===== src/design/rbt_pkg.sv =====
package rbt_pkg;

  localparam int unsigned DelayW = 31;
  localparam int unsigned TimeW  = 48;
  localparam int unsigned CountW = 32;
  localparam int unsigned CfgW   = 32;
  localparam int unsigned IdxW   = 3;

  localparam logic [DelayW-1:0] DelayMax = {DelayW{1'b1}};
  localparam logic [TimeW-1:0]  TimeMax  = {TimeW{1'b1}};
  localparam logic [CountW-1:0] CountMax = {CountW{1'b1}};

  // Input kinds
  typedef enum logic {
    OP_RESTART = 1'b0,
    OP_REQUEST = 1'b1
  } op_e;

  // Register indexes on the configuration port
  typedef enum logic [IdxW-1:0] {
    CFG_FIRST_DELAY     = 3'd0,
    CFG_MAX_DELAY       = 3'd1,
    CFG_DELAY_INCREMENT = 3'd2,
    CFG_DOUBLING_MODE   = 3'd3,
    CFG_RETRY_LIMIT     = 3'd4,
    CFG_OVERALL_TIMEOUT = 3'd5
  } cfg_idx_e;

  typedef struct packed {
    logic [DelayW-1:0] first_delay;
    logic [CfgW-1:0]   max_delay;        // signed, negative = no clamp
    logic [DelayW-1:0] delay_increment;
    logic              doubling_mode;
    logic [CfgW-1:0]   retry_limit;      // signed, negative = unlimited
    logic [CfgW-1:0]   overall_timeout;  // signed, negative = none
  } cfg_t;

  typedef struct packed {
    logic [CountW-1:0] retry_count;
    logic [DelayW-1:0] current_delay;
    logic [TimeW-1:0]  deadline_ms;
  } state_t;

  typedef struct packed {
    logic              valid;
    logic              give_up;
    logic [DelayW-1:0] delay_ms;
  } result_t;

endpackage


===== src/design/rbt_step.sv =====
module rbt_step
  import rbt_pkg::*;
(
  input  cfg_t             cfg_i,
  input  state_t           state_i,
  input  logic             opcode_i,
  input  logic [TimeW-1:0] now_ms_i,
  output state_t           state_o,
  output result_t          result_o
);

  logic [CountW-1:0] cnt_inc;
  logic              limit_hit;
  logic              first_retry;
  logic              second_retry;
  logic [TimeW:0]    dl_sum;
  logic [TimeW-1:0]  dl_new;
  logic [DelayW:0]   add_sum;
  logic [DelayW-1:0] add_b;
  logic [DelayW-1:0] delay_step;
  logic              past_deadline;
  logic [DelayW-1:0] delay_clamp;
  logic [TimeW:0]    end_time;
  logic [TimeW-1:0]  time_left;
  logic [DelayW-1:0] delay_final;

  // Saturating retry count and limit check
  assign cnt_inc   = (state_i.retry_count == CountMax) ? state_i.retry_count
                                                       : state_i.retry_count + 1'b1;
  assign limit_hit = !cfg_i.retry_limit[CfgW-1] &&
                     (cnt_inc > {1'b0, cfg_i.retry_limit[CfgW-2:0]});

  assign first_retry  = (cnt_inc == CountW'(1));
  assign second_retry = (cnt_inc == CountW'(2));

  // Deadline armed on the first retry, saturating at the top of the time range
  assign dl_sum = {1'b0, now_ms_i} + (TimeW+1)'(cfg_i.overall_timeout[CfgW-2:0]);
  always_comb begin
    dl_new = state_i.deadline_ms;
    if (first_retry && !cfg_i.overall_timeout[CfgW-1]) begin
      dl_new = dl_sum[TimeW] ? TimeMax : dl_sum[TimeW-1:0];
    end
  end

  // Delay growth: linear step, or doubling from the third retry on
  assign add_b   = (!second_retry && cfg_i.doubling_mode) ? state_i.current_delay
                                                          : cfg_i.delay_increment;
  assign add_sum = {1'b0, state_i.current_delay} + {1'b0, add_b};
  assign delay_step = first_retry  ? cfg_i.first_delay :
                      add_sum[DelayW] ? DelayMax : add_sum[DelayW-1:0];

  assign past_deadline = (dl_new != '0) && (now_ms_i >= dl_new);

  // Clamp to max delay, then to the time left before the deadline
  always_comb begin
    delay_clamp = delay_step;
    if (!cfg_i.max_delay[CfgW-1] && (delay_step > cfg_i.max_delay[CfgW-2:0])) begin
      delay_clamp = cfg_i.max_delay[CfgW-2:0];
    end
  end

  assign end_time  = {1'b0, now_ms_i} + (TimeW+1)'(delay_clamp);
  assign time_left = dl_new - now_ms_i;

  always_comb begin
    delay_final = delay_clamp;
    if ((dl_new != '0) && (end_time > {1'b0, dl_new})) begin
      delay_final = time_left[DelayW-1:0];
    end
  end

  // Next state and result
  always_comb begin
    state_o  = state_i;
    result_o = '0;
    case (op_e'(opcode_i))
      OP_RESTART: begin
        state_o = '0;
      end
      OP_REQUEST: begin
        result_o.valid      = 1'b1;
        state_o.retry_count = cnt_inc;
        if (limit_hit) begin
          result_o.give_up = 1'b1;
        end else if (past_deadline) begin
          state_o.current_delay = delay_step;
          state_o.deadline_ms   = dl_new;
          result_o.give_up      = 1'b1;
        end else begin
          state_o.current_delay = delay_final;
          state_o.deadline_ms   = dl_new;
          result_o.delay_ms     = delay_final;
        end
      end
      default: begin
        state_o = state_i;
      end
    endcase
  end

endmodule


===== src/design/reconnect_backoff_timer_core.sv =====
// Reconnect backoff timer core.
// Path: an accepted request is loaded into the input register, and its result
// into the result register once the result slot is free or being read out; a
// restart gives no result.
// Throughput: one item per cycle while the result stream is not stalled.
// Reset: rst_ni low clears both registers' valid flags, the retry state and
// the configuration to its defaults (no clamp, no limit, no timeout).
module reconnect_backoff_timer_core
  import rbt_pkg::*;
(
  input  logic            clk_i,
  input  logic            rst_ni,
  // Input stream
  input  logic            s_axis_tvalid,
  output logic            s_axis_tready,
  input  logic [47:0]     s_axis_tdata,   // [47:0] now_ms
  input  logic            s_axis_tuser,   // [0] opcode
  // Result stream
  output logic            m_axis_tvalid,
  input  logic            m_axis_tready,
  output logic [31:0]     m_axis_tdata,   // [30:0] delay_ms, [31] zero
  output logic            m_axis_tuser,   // [0] give_up
  // Configuration writes
  input  logic            cfg_valid_i,
  output logic            cfg_ready_o,
  input  logic [IdxW-1:0] cfg_index_i,
  input  logic [CfgW-1:0] cfg_data_i
);

  cfg_t              cfg_q, cfg_d;
  state_t            state_q, state_d;
  logic              in_valid_q;
  logic              in_op_q;
  logic [TimeW-1:0]  in_now_q;
  logic              out_valid_q;
  logic              out_give_up_q;
  logic [DelayW-1:0] out_delay_q;
  result_t           step_res;
  logic              advance;

  // Configuration register writes; unknown indexes are dropped
  assign cfg_ready_o = 1'b1;
  always_comb begin
    cfg_d = cfg_q;
    if (cfg_valid_i) begin
      case (cfg_idx_e'(cfg_index_i))
        CFG_FIRST_DELAY:     cfg_d.first_delay     = cfg_data_i[DelayW-1:0];
        CFG_MAX_DELAY:       cfg_d.max_delay       = cfg_data_i;
        CFG_DELAY_INCREMENT: cfg_d.delay_increment = cfg_data_i[DelayW-1:0];
        CFG_DOUBLING_MODE:   cfg_d.doubling_mode   = cfg_data_i[0];
        CFG_RETRY_LIMIT:     cfg_d.retry_limit     = cfg_data_i;
        CFG_OVERALL_TIMEOUT: cfg_d.overall_timeout = cfg_data_i;
        default:             cfg_d = cfg_q;
      endcase
    end
  end

  always_ff @(posedge clk_i or negedge rst_ni) begin
    if (!rst_ni) begin
      cfg_q.first_delay     <= '0;
      cfg_q.max_delay       <= '1;
      cfg_q.delay_increment <= '0;
      cfg_q.doubling_mode   <= 1'b0;
      cfg_q.retry_limit     <= '1;
      cfg_q.overall_timeout <= '1;
    end else begin
      cfg_q <= cfg_d;
    end
  end

  // Item moves on when it is a restart or the result slot is free or being read out
  assign advance = in_valid_q &&
                   ((op_e'(in_op_q) == OP_RESTART) || !out_valid_q || m_axis_tready);
  assign s_axis_tready = !in_valid_q || advance;

  rbt_step u_step (
    .cfg_i    (cfg_q),
    .state_i  (state_q),
    .opcode_i (in_op_q),
    .now_ms_i (in_now_q),
    .state_o  (state_d),
    .result_o (step_res)
  );

  // Input register
  always_ff @(posedge clk_i or negedge rst_ni) begin
    if (!rst_ni) begin
      in_valid_q <= 1'b0;
    end else if (s_axis_tready) begin
      in_valid_q <= s_axis_tvalid;
    end
  end

  always_ff @(posedge clk_i) begin
    if (s_axis_tready && s_axis_tvalid) begin
      in_op_q  <= s_axis_tuser;
      in_now_q <= s_axis_tdata[TimeW-1:0];
    end
  end

  // Retry state
  always_ff @(posedge clk_i or negedge rst_ni) begin
    if (!rst_ni) begin
      state_q <= '0;
    end else if (advance) begin
      state_q <= state_d;
    end
  end

  // Result register
  always_ff @(posedge clk_i or negedge rst_ni) begin
    if (!rst_ni) begin
      out_valid_q <= 1'b0;
    end else if (advance && step_res.valid) begin
      out_valid_q <= 1'b1;
    end else if (m_axis_tready) begin
      out_valid_q <= 1'b0;
    end
  end

  always_ff @(posedge clk_i) begin
    if (advance && step_res.valid) begin
      out_give_up_q <= step_res.give_up;
      out_delay_q   <= step_res.delay_ms;
    end
  end

  assign m_axis_tvalid = out_valid_q;
  assign m_axis_tdata  = {1'b0, out_delay_q};
  assign m_axis_tuser  = out_give_up_q;

endmodule


===== config.mk =====
export PLATFORM = sky130hd
export DESIGN_NAME = reconnect_backoff_timer_core
export DESIGN_NICKNAME = d
export VERILOG_FILES = /design/src/design/rbt_pkg.sv /design/src/design/rbt_step.sv /design/src/design/reconnect_backoff_timer_core.sv
export SDC_FILE = /design/constraint.sdc
export NUM_CORES = 1
export LEC_CHECK = 0
export BUFFER_PORTS_ARGS = -buffer_cell sky130_fd_sc_hd__buf_2
export CORE_MARGIN = 2
export CORE_UTILIZATION = 55
export DETAILED_ROUTE_END_ITERATION = 12
export PLACE_DENSITY = 0.81
export SLEW_MARGIN = 20
export SYNTH_ARGS = -nofsm -noshare
export SYNTH_HDL_FRONTEND = slang
export SYNTH_SLANG_ARGS = --single-unit

===== constraint.sdc =====
create_clock -name clk_i -period 13.7 [get_ports clk_i]
set_clock_uncertainty 0.15 [all_clocks]
set_input_delay 0.685 -clock clk_i [delete_from_list [all_inputs] [get_ports clk_i]]
set_output_delay 0.685 -clock clk_i [all_outputs]
set_load 0.02 [all_outputs]

## Yosys cells after proc, flatten, opt, wreduce, memory -nomap -nowiden

Index checks and enable logic that the tools add are counted.

- Bits in registers: 353
- Word-level logic and storage cells: 81
- Input port bits: 89
- Output and inout port bits: 36

- Add/subtract/negate cells: 5
- Order comparisons: 4
- Reduce and logical (&&, ||, !) cells: 29
- Muxes and demuxes: 18
- Eq/ne operators: 9
- Bitwise logic cells: 1

Operators by type and width:

| operator | count |
|---|---|
| $pmux 111 s2 | 1 |
| $mux 31 | 7 |
| $mux 79 | 2 |
| $add 48x31->49 | 2 |
| $mux 48 | 2 |
| $gt 49x48->1 | 1 |
| $ge 48x48->1 | 1 |
| $reduce_bool 48->1 | 1 |
| $mux 33 | 1 |
| $add 31x31->32 | 1 |
| $add 32x1->32 const B | 1 |
| $eq 32x1->1 const B | 1 |
| $eq 32x2->1 const B | 1 |
| $eq 32x32->1 const B | 1 |
| $gt 32x31->1 | 1 |
| $mux 32 | 1 |
| $gt 31x31->1 | 1 |
| $sub 31x31->31 | 1 |
| $reduce_and 2->1 | 7 |
| $logic_and 1x1->1 | 9 |
| $eq 3x2->1 const B | 2 |
| $eq 3x3->1 const B | 2 |
| $logic_not 1->1 | 6 |
| $mux 1 | 4 |
| other kinds (7) | 9 |

## Longest topological paths before layout

- Depth after elaboration: 21
- Depth in mapped cells: 70
- Mapped depth without buffers: 62

## Hierarchy

A second synthesis with hierarchy kept.

- Cells, all modules: 3522
- Area, all modules: 31177.4 um2

By module, submodules not included:

| module | seq. area each (um2) | area each (um2) | instances | cells each |
|---|---|---|---|---|
| rbt_step | 0.0 | 16413.2 | 1 | 2456 |
| reconnect_backoff_timer_core | 9359.0 | 14764.2 | 1 | 1066 |

## Worst setup path before layout

No wires, ideal clock.

- Path kind: register -> register
- Start point: register state_q[80] (netlist bit)
- End point: register out_delay_q[20], data pin
- Stages on the path, launching flop included: 66
- Slack: -0.048 ns
- Period minus slack after synthesis: 13.748 ns
- Required time: 13.283 ns
- Setup time: 0.267 ns
- Arrival time: 13.331 ns
- Path buffers: 7
- Cell sequence: dfrtp_1 ha_1 and4_1 nand3_1 nor4_1 mux2_2 or3_1 nor4_2 nand3_1 nand2_1 buf_1 mux2_2 ha_1 a211oi_1 o21ai_0 a41oi_1 a21oi_1 o211ai_1 [30 not listed] a21o_1 clkbuf_1 nor2b_1 xor2_1 ha_1 nor2b_1 o21ai_0 nand2b_1 a21oi_1 nor2b_1 o211ai_1 a21oi_1 o31ai_1 o21a_1 nor2_4 buf_6 mux2_4 nor2b_1

- Word-level cells in the longest chain between the ends: 16
- Elaborated cells between the ends (all ways): 27
- Classes of those cells: add/sub (4); order compare (4); eq/ne (3); mux (7); reduce/logical (9)

RTL lines:

| what | RTL line | source |
|---|---|---|
| from (decl) | reconnect_backoff_timer_core.sv:31 | `state_t state_q, state_d;` |
| from (signal assigned) | reconnect_backoff_timer_core.sv:106 | `state_q <= state_d;` |
| $add 32x1->32 / $eq 32x32->1 (equally long branches) | rbt_step.sv:29, rbt_step.sv:28 |  |
| $mux 32 (*) | rbt_step.sv:28 | `assign cnt_inc = (state_i.retry_count == CountMax) ? state_i.retry_count` |
| $eq 32x2->1 | rbt_step.sv:34 | `assign second_retry = (cnt_inc == CountW'(2));` |
| $logic_not 1->1 | rbt_step.sv:46 | `assign add_b = (!second_retry && cfg_i.doubling_mode) ? state_i.current_delay` |
| $logic_and 1x1->1 | rbt_step.sv:46 |  |
| $mux 31 | rbt_step.sv:46 |  |
| $add 31x31->32 | rbt_step.sv:48 | `assign add_sum = {1'b0, state_i.current_delay} + {1'b0, add_b};` |
| $mux 31 | rbt_step.sv:50 | `add_sum[DelayW] ? DelayMax : add_sum[DelayW-1:0];` |
| $mux 31 | rbt_step.sv:49 | `assign delay_step = first_retry ? cfg_i.first_delay :` |
| $gt 31x31->1 | rbt_step.sv:57 | `if (!cfg_i.max_delay[CfgW-1] && (delay_step > cfg_i.max_delay[CfgW-2:0])) begin` |
| $logic_and 1x1->1 | rbt_step.sv:57 |  |
| $mux 31 | rbt_step.sv:57 |  |
| $add 48x31->49 | rbt_step.sv:62 | `assign end_time = {1'b0, now_ms_i} + (TimeW+1)'(delay_clamp);` |
| $gt 49x48->1 | rbt_step.sv:67 | `if ((dl_new != '0) && (end_time > {1'b0, dl_new})) begin` |
| $logic_and 1x1->1 | rbt_step.sv:67 |  |
| $mux 31 | rbt_step.sv:67 |  |
| to (signal assigned) | reconnect_backoff_timer_core.sv:124 | `out_delay_q <= step_res.delay_ms;` |
| to (decl) | reconnect_backoff_timer_core.sv:37 | `logic [DelayW-1:0] out_delay_q;` |

Mark *: on every way between the ends. The rest lies on a longest branch, timed or not.
A chain may end at the register's enable or synchronous reset.

## Final worst setup path

- Start point: register state_q[79] (netlist bit)
- End point: register out_delay_q[24], data pin

Same word-level chain as after synthesis.

==> results.sh <==
export IMPL_outcome="finished with violations"
export IMPL_violations="hold timing"
export IMPL_r2r_setup_slack_ns=0.30
export IMPL_worst_pin_slew_ns=1.16
export IMPL_synthTopCellsByArea="dfrtp_1 (16%), ha_1 (13%), dfstp_2 (9.2%)"
export IMPL_ys_types=88
export IMPL_synth_top_area_share_pct=16.0
export IMPL_final_max_slew_viol_count=0
export IMPL_max_freq_mhz=74.7
export IMPL_crit_top_cell="buf_4"
export IMPL_drtIter0Drc=2462
export IMPL_die_w_um=228
export IMPL_vias=26200
export IMPL_htreeDepth=2
export IMPL_period_minus_slack_ns=13.40
export IMPL_synth_edff_count=81
export IMPL_wirelength_um=99200
export IMPL_die_y_um=228
export IMPL_via_per_inst=6.45
export IMPL_core_area_um2=49200
export IMPL_clock_path_buffers=3
export IMPL_ir_drop_v=0.000131
export IMPL_track_usage_pct=38.1
export IMPL_dpl_hpwl_um=75600
export IMPL_r2r_start="state_q[79]$_DFFE_PN0P_"
export IMPL_io_pins=125
export IMPL_slew_headroom_pct=21.6
export IMPL_cts_buffers=42
export IMPL_syn_area_um2=27500
export IMPL_rows=81
export IMPL_root_buffer="clkbuf_16"
export IMPL_path_max_fanout=6
export IMPL_grt_max_degree=160
export IMPL_initial_core_util_pct=56.0
export IMPL_ys_flop_type="dfrtp_1"
export IMPL_start_kind="register"
export IMPL_mostFrequentLayoutCells="buf_4 (315), ha_1 (283), nand2_1 (273)"
export IMPL_instances_no_fill=4059
export IMPL_tritoncts="yes"
export IMPL_gp_congestion=1.05
export IMPL_hold_ws_ns=-0.00513
export IMPL_p_leak_nw=15.2
export IMPL_ys_warn_count=0
export IMPL_io_buffers=122
export IMPL_syn_to_final_growth_pct=19.7
export IMPL_min_path_type="in -> async"
export IMPL_yosysTopAreaCell="dfrtp_1"
export IMPL_syn_inst=2996
export IMPL_rr_worst_depth=61
export IMPL_finalCritPeriodShare_pct=97.8
export IMPL_detail_route_antenna_nets=0
export IMPL_nets=3739
export IMPL_die_area_um2=51800
export IMPL_finalSetupViolCount=0
export IMPL_n_antenna_cell=0
export IMPL_ys_seq_elements=353
export IMPL_worstSetupPathDepth=61
export IMPL_layout_drive_gt1_share_pct=25.9
export IMPL_crit_buf_inv=8
export IMPL_fin_tns_setup_ns=0
export IMPL_cellPowerDensity_nw_per_um2=270
export IMPL_hold_viol=2
export IMPL_grt_pass1_wl_um=149000
export IMPL_cp_data_arrival_time_ns=13.58
export IMPL_grt_pass1_vias=25800
export IMPL_remaining_drc_errors=0
export IMPL_clock_sinks=353
export IMPL_clk_pin_slew_ns=0.06
export IMPL_final_common_cell="buf_4"
export IMPL_critPathCaptureType="register"
export IMPL_drv_cap=0
export IMPL_placedCellCount=3963
export IMPL_critPathRequiredTime_ns=13.88
export IMPL_cpMaxStageDelayCell="o31a_2"
export IMPL_overflow=0
export IMPL_antenna_found_initial=3
export IMPL_synth_async_reset_ratio_pct=77.1
export IMPL_seq_area_frac_synth_pct=34.0
export IMPL_syn_avg_cell_area_um2=9.18
export IMPL_worstSetupPathType="reg -> reg"
export IMPL_worstSkewPairLatency_ns=0.61
export IMPL_r2r_end="out_delay_q[24]$_SDFFCE_PP0P_"
export IMPL_wl_per_cell_um=24.4
export IMPL_drtPass1Iterations=6
export IMPL_cpLargestDelayFamily="compound AO/OA/AOI/OAI gates"
export IMPL_cpPeakStageDelay_ns=0.44
export IMPL_synth_fp_nets=3374
export IMPL_endpoint="out_delay_q[24]$_SDFFCE_PP0P_"
export IMPL_startpoint="state_q[79]$_DFFE_PN0P_"
## per-stage QoR
stage / worst slack [ns] / utilization [%] / cell area (um^2) / power, W
after floorplan: 0.0704 / - / 27500 / 0.00508
after global placement: -0.527 / 62.8 / 30900 / 0.00698
after detailed placement: -0.729 / 62.8 / 30900 / 0.00718
after CTS: 0.00608 / 66.2 / 32500 / 0.00856
after global routing: -0.193 / 67.0 / 32900 / 0.00946
final: 0.305 / 67.0 / 32900 / 0.00890
## how the worst min path moves through the flow
stage / from / depth (start not counted) / endpoint / slack, ns
2_1_floorplan: rst_ni / 0 / cfg_q[128]$_DFFE_PN0P_ / 0.24
3_3_place_gp: state_q[42]$_DFFE_PN0P_ / 2 / state_q[42]$_DFFE_PN0P_ / 0.32
3_5_place_dp: state_q[42]$_DFFE_PN0P_ / 2 / state_q[42]$_DFFE_PN0P_ / 0.34
4_1_cts: rst_ni / 1 / cfg_q[64]$_DFFE_PN0P_ / 0.05
5_1_grt: rst_ni / 1 / cfg_q[65]$_DFFE_PN0P_ / 0.1
6_report: rst_ni / 1 / cfg_q[64]$_DFFE_PN0P_ / -0.005
## registers in the layout, summed over array words and instances (netlist names)
signal / count
cfg_q: 159
state_q: 111
in_now_q: 48
out_delay_q: 31
in_op_q: 1
in_valid_q: 1
m_axis_tuser: 1
m_axis_tvalid: 1
## worst register-to-register path, delay by kind of cell, from the launching register on
family / cells / cell delay (ns)
XOR/XNOR: 2 / 0.25
multiplexers: 4 / 1.27
adder cells (fa/ha/maj): 6 / 1.80
AND/OR/NAND/NOR: 15 / 2.38
AO/OA/AOI/OAI: 26 / 5.58
buffers and inverters: 8 / 1.33
flip-flops: 1 / 0.36
## metal layers
metal	part of all wire (%)	vias to the layer above	GRT usage, %	wire, um
met5	0.011	-	0	11
met4	7.1	2	23.3	7090
met3	7.9	373	6.03	7880
met2	45	1346	61.6	45000
met1	40	12700	47.9	39200
li1	-	11800	-	-
## area by class of cell
type                       instances  area [um^2]
clock inverter                    21          387
tap                              664          831
sequential                       353         9360
multi-input combinational       2344        17400
fill                            3896        16200
timing repair buffer             444         3120
inverter                         176          661
clock buffer                      57         1190
## what timing repair did
item | CTS | global route
resized for setup | 19 | 63
pin swaps | 5 | 29
setup endpoints to repair | 62 | 62
setup buffers | 2 | 14
hold buffers | 0 | 0
gates cloned | 2 | 0
## cells in the mapped netlist (37+ instances only)
| master | number |
|---|---|
| and3_1 | 38 |
| dfrtp_1 | 176 |
| nor3_1 | 51 |
| o21ai_0 | 253 |
| a21oi_1 | 183 |
| nor2_1 | 139 |
| nor2b_1 | 44 |
| inv_1 | 175 |
| nand3_1 | 83 |
| nand2_1 | 274 |
| o21a_1 | 37 |
| xnor2_1 | 97 |
| nand4_1 | 68 |
| xor2_1 | 46 |
| mux2_2 | 171 |
| edfxtp_1 | 81 |
| a21o_1 | 98 |
| ha_1 | 285 |
| dfstp_2 | 96 |
| clkbuf_1 | 101 |
## cell families after synthesis
kind of cell	share of synthesized area, %
compound gates	20.1
mux	8.03
fa+ha+maj	13.2
simple gates	15.8
other cells	0.0273
flops	34.0
xor+xnor	4.55
buf+inv	4.22
## where the power goes
group	leakage, nW	internal, W	total [W]	switching (W)
clock	0.753	0.000786	0.00128	0.000494
sequential	4.07	0.00134	0.00154	0.000195
combinational	10.4	0.00278	0.00609	0.00331
total	15.2	0.00491	0.00890	0.00400
No activity file was read; power rests on OpenSTA's default activity.
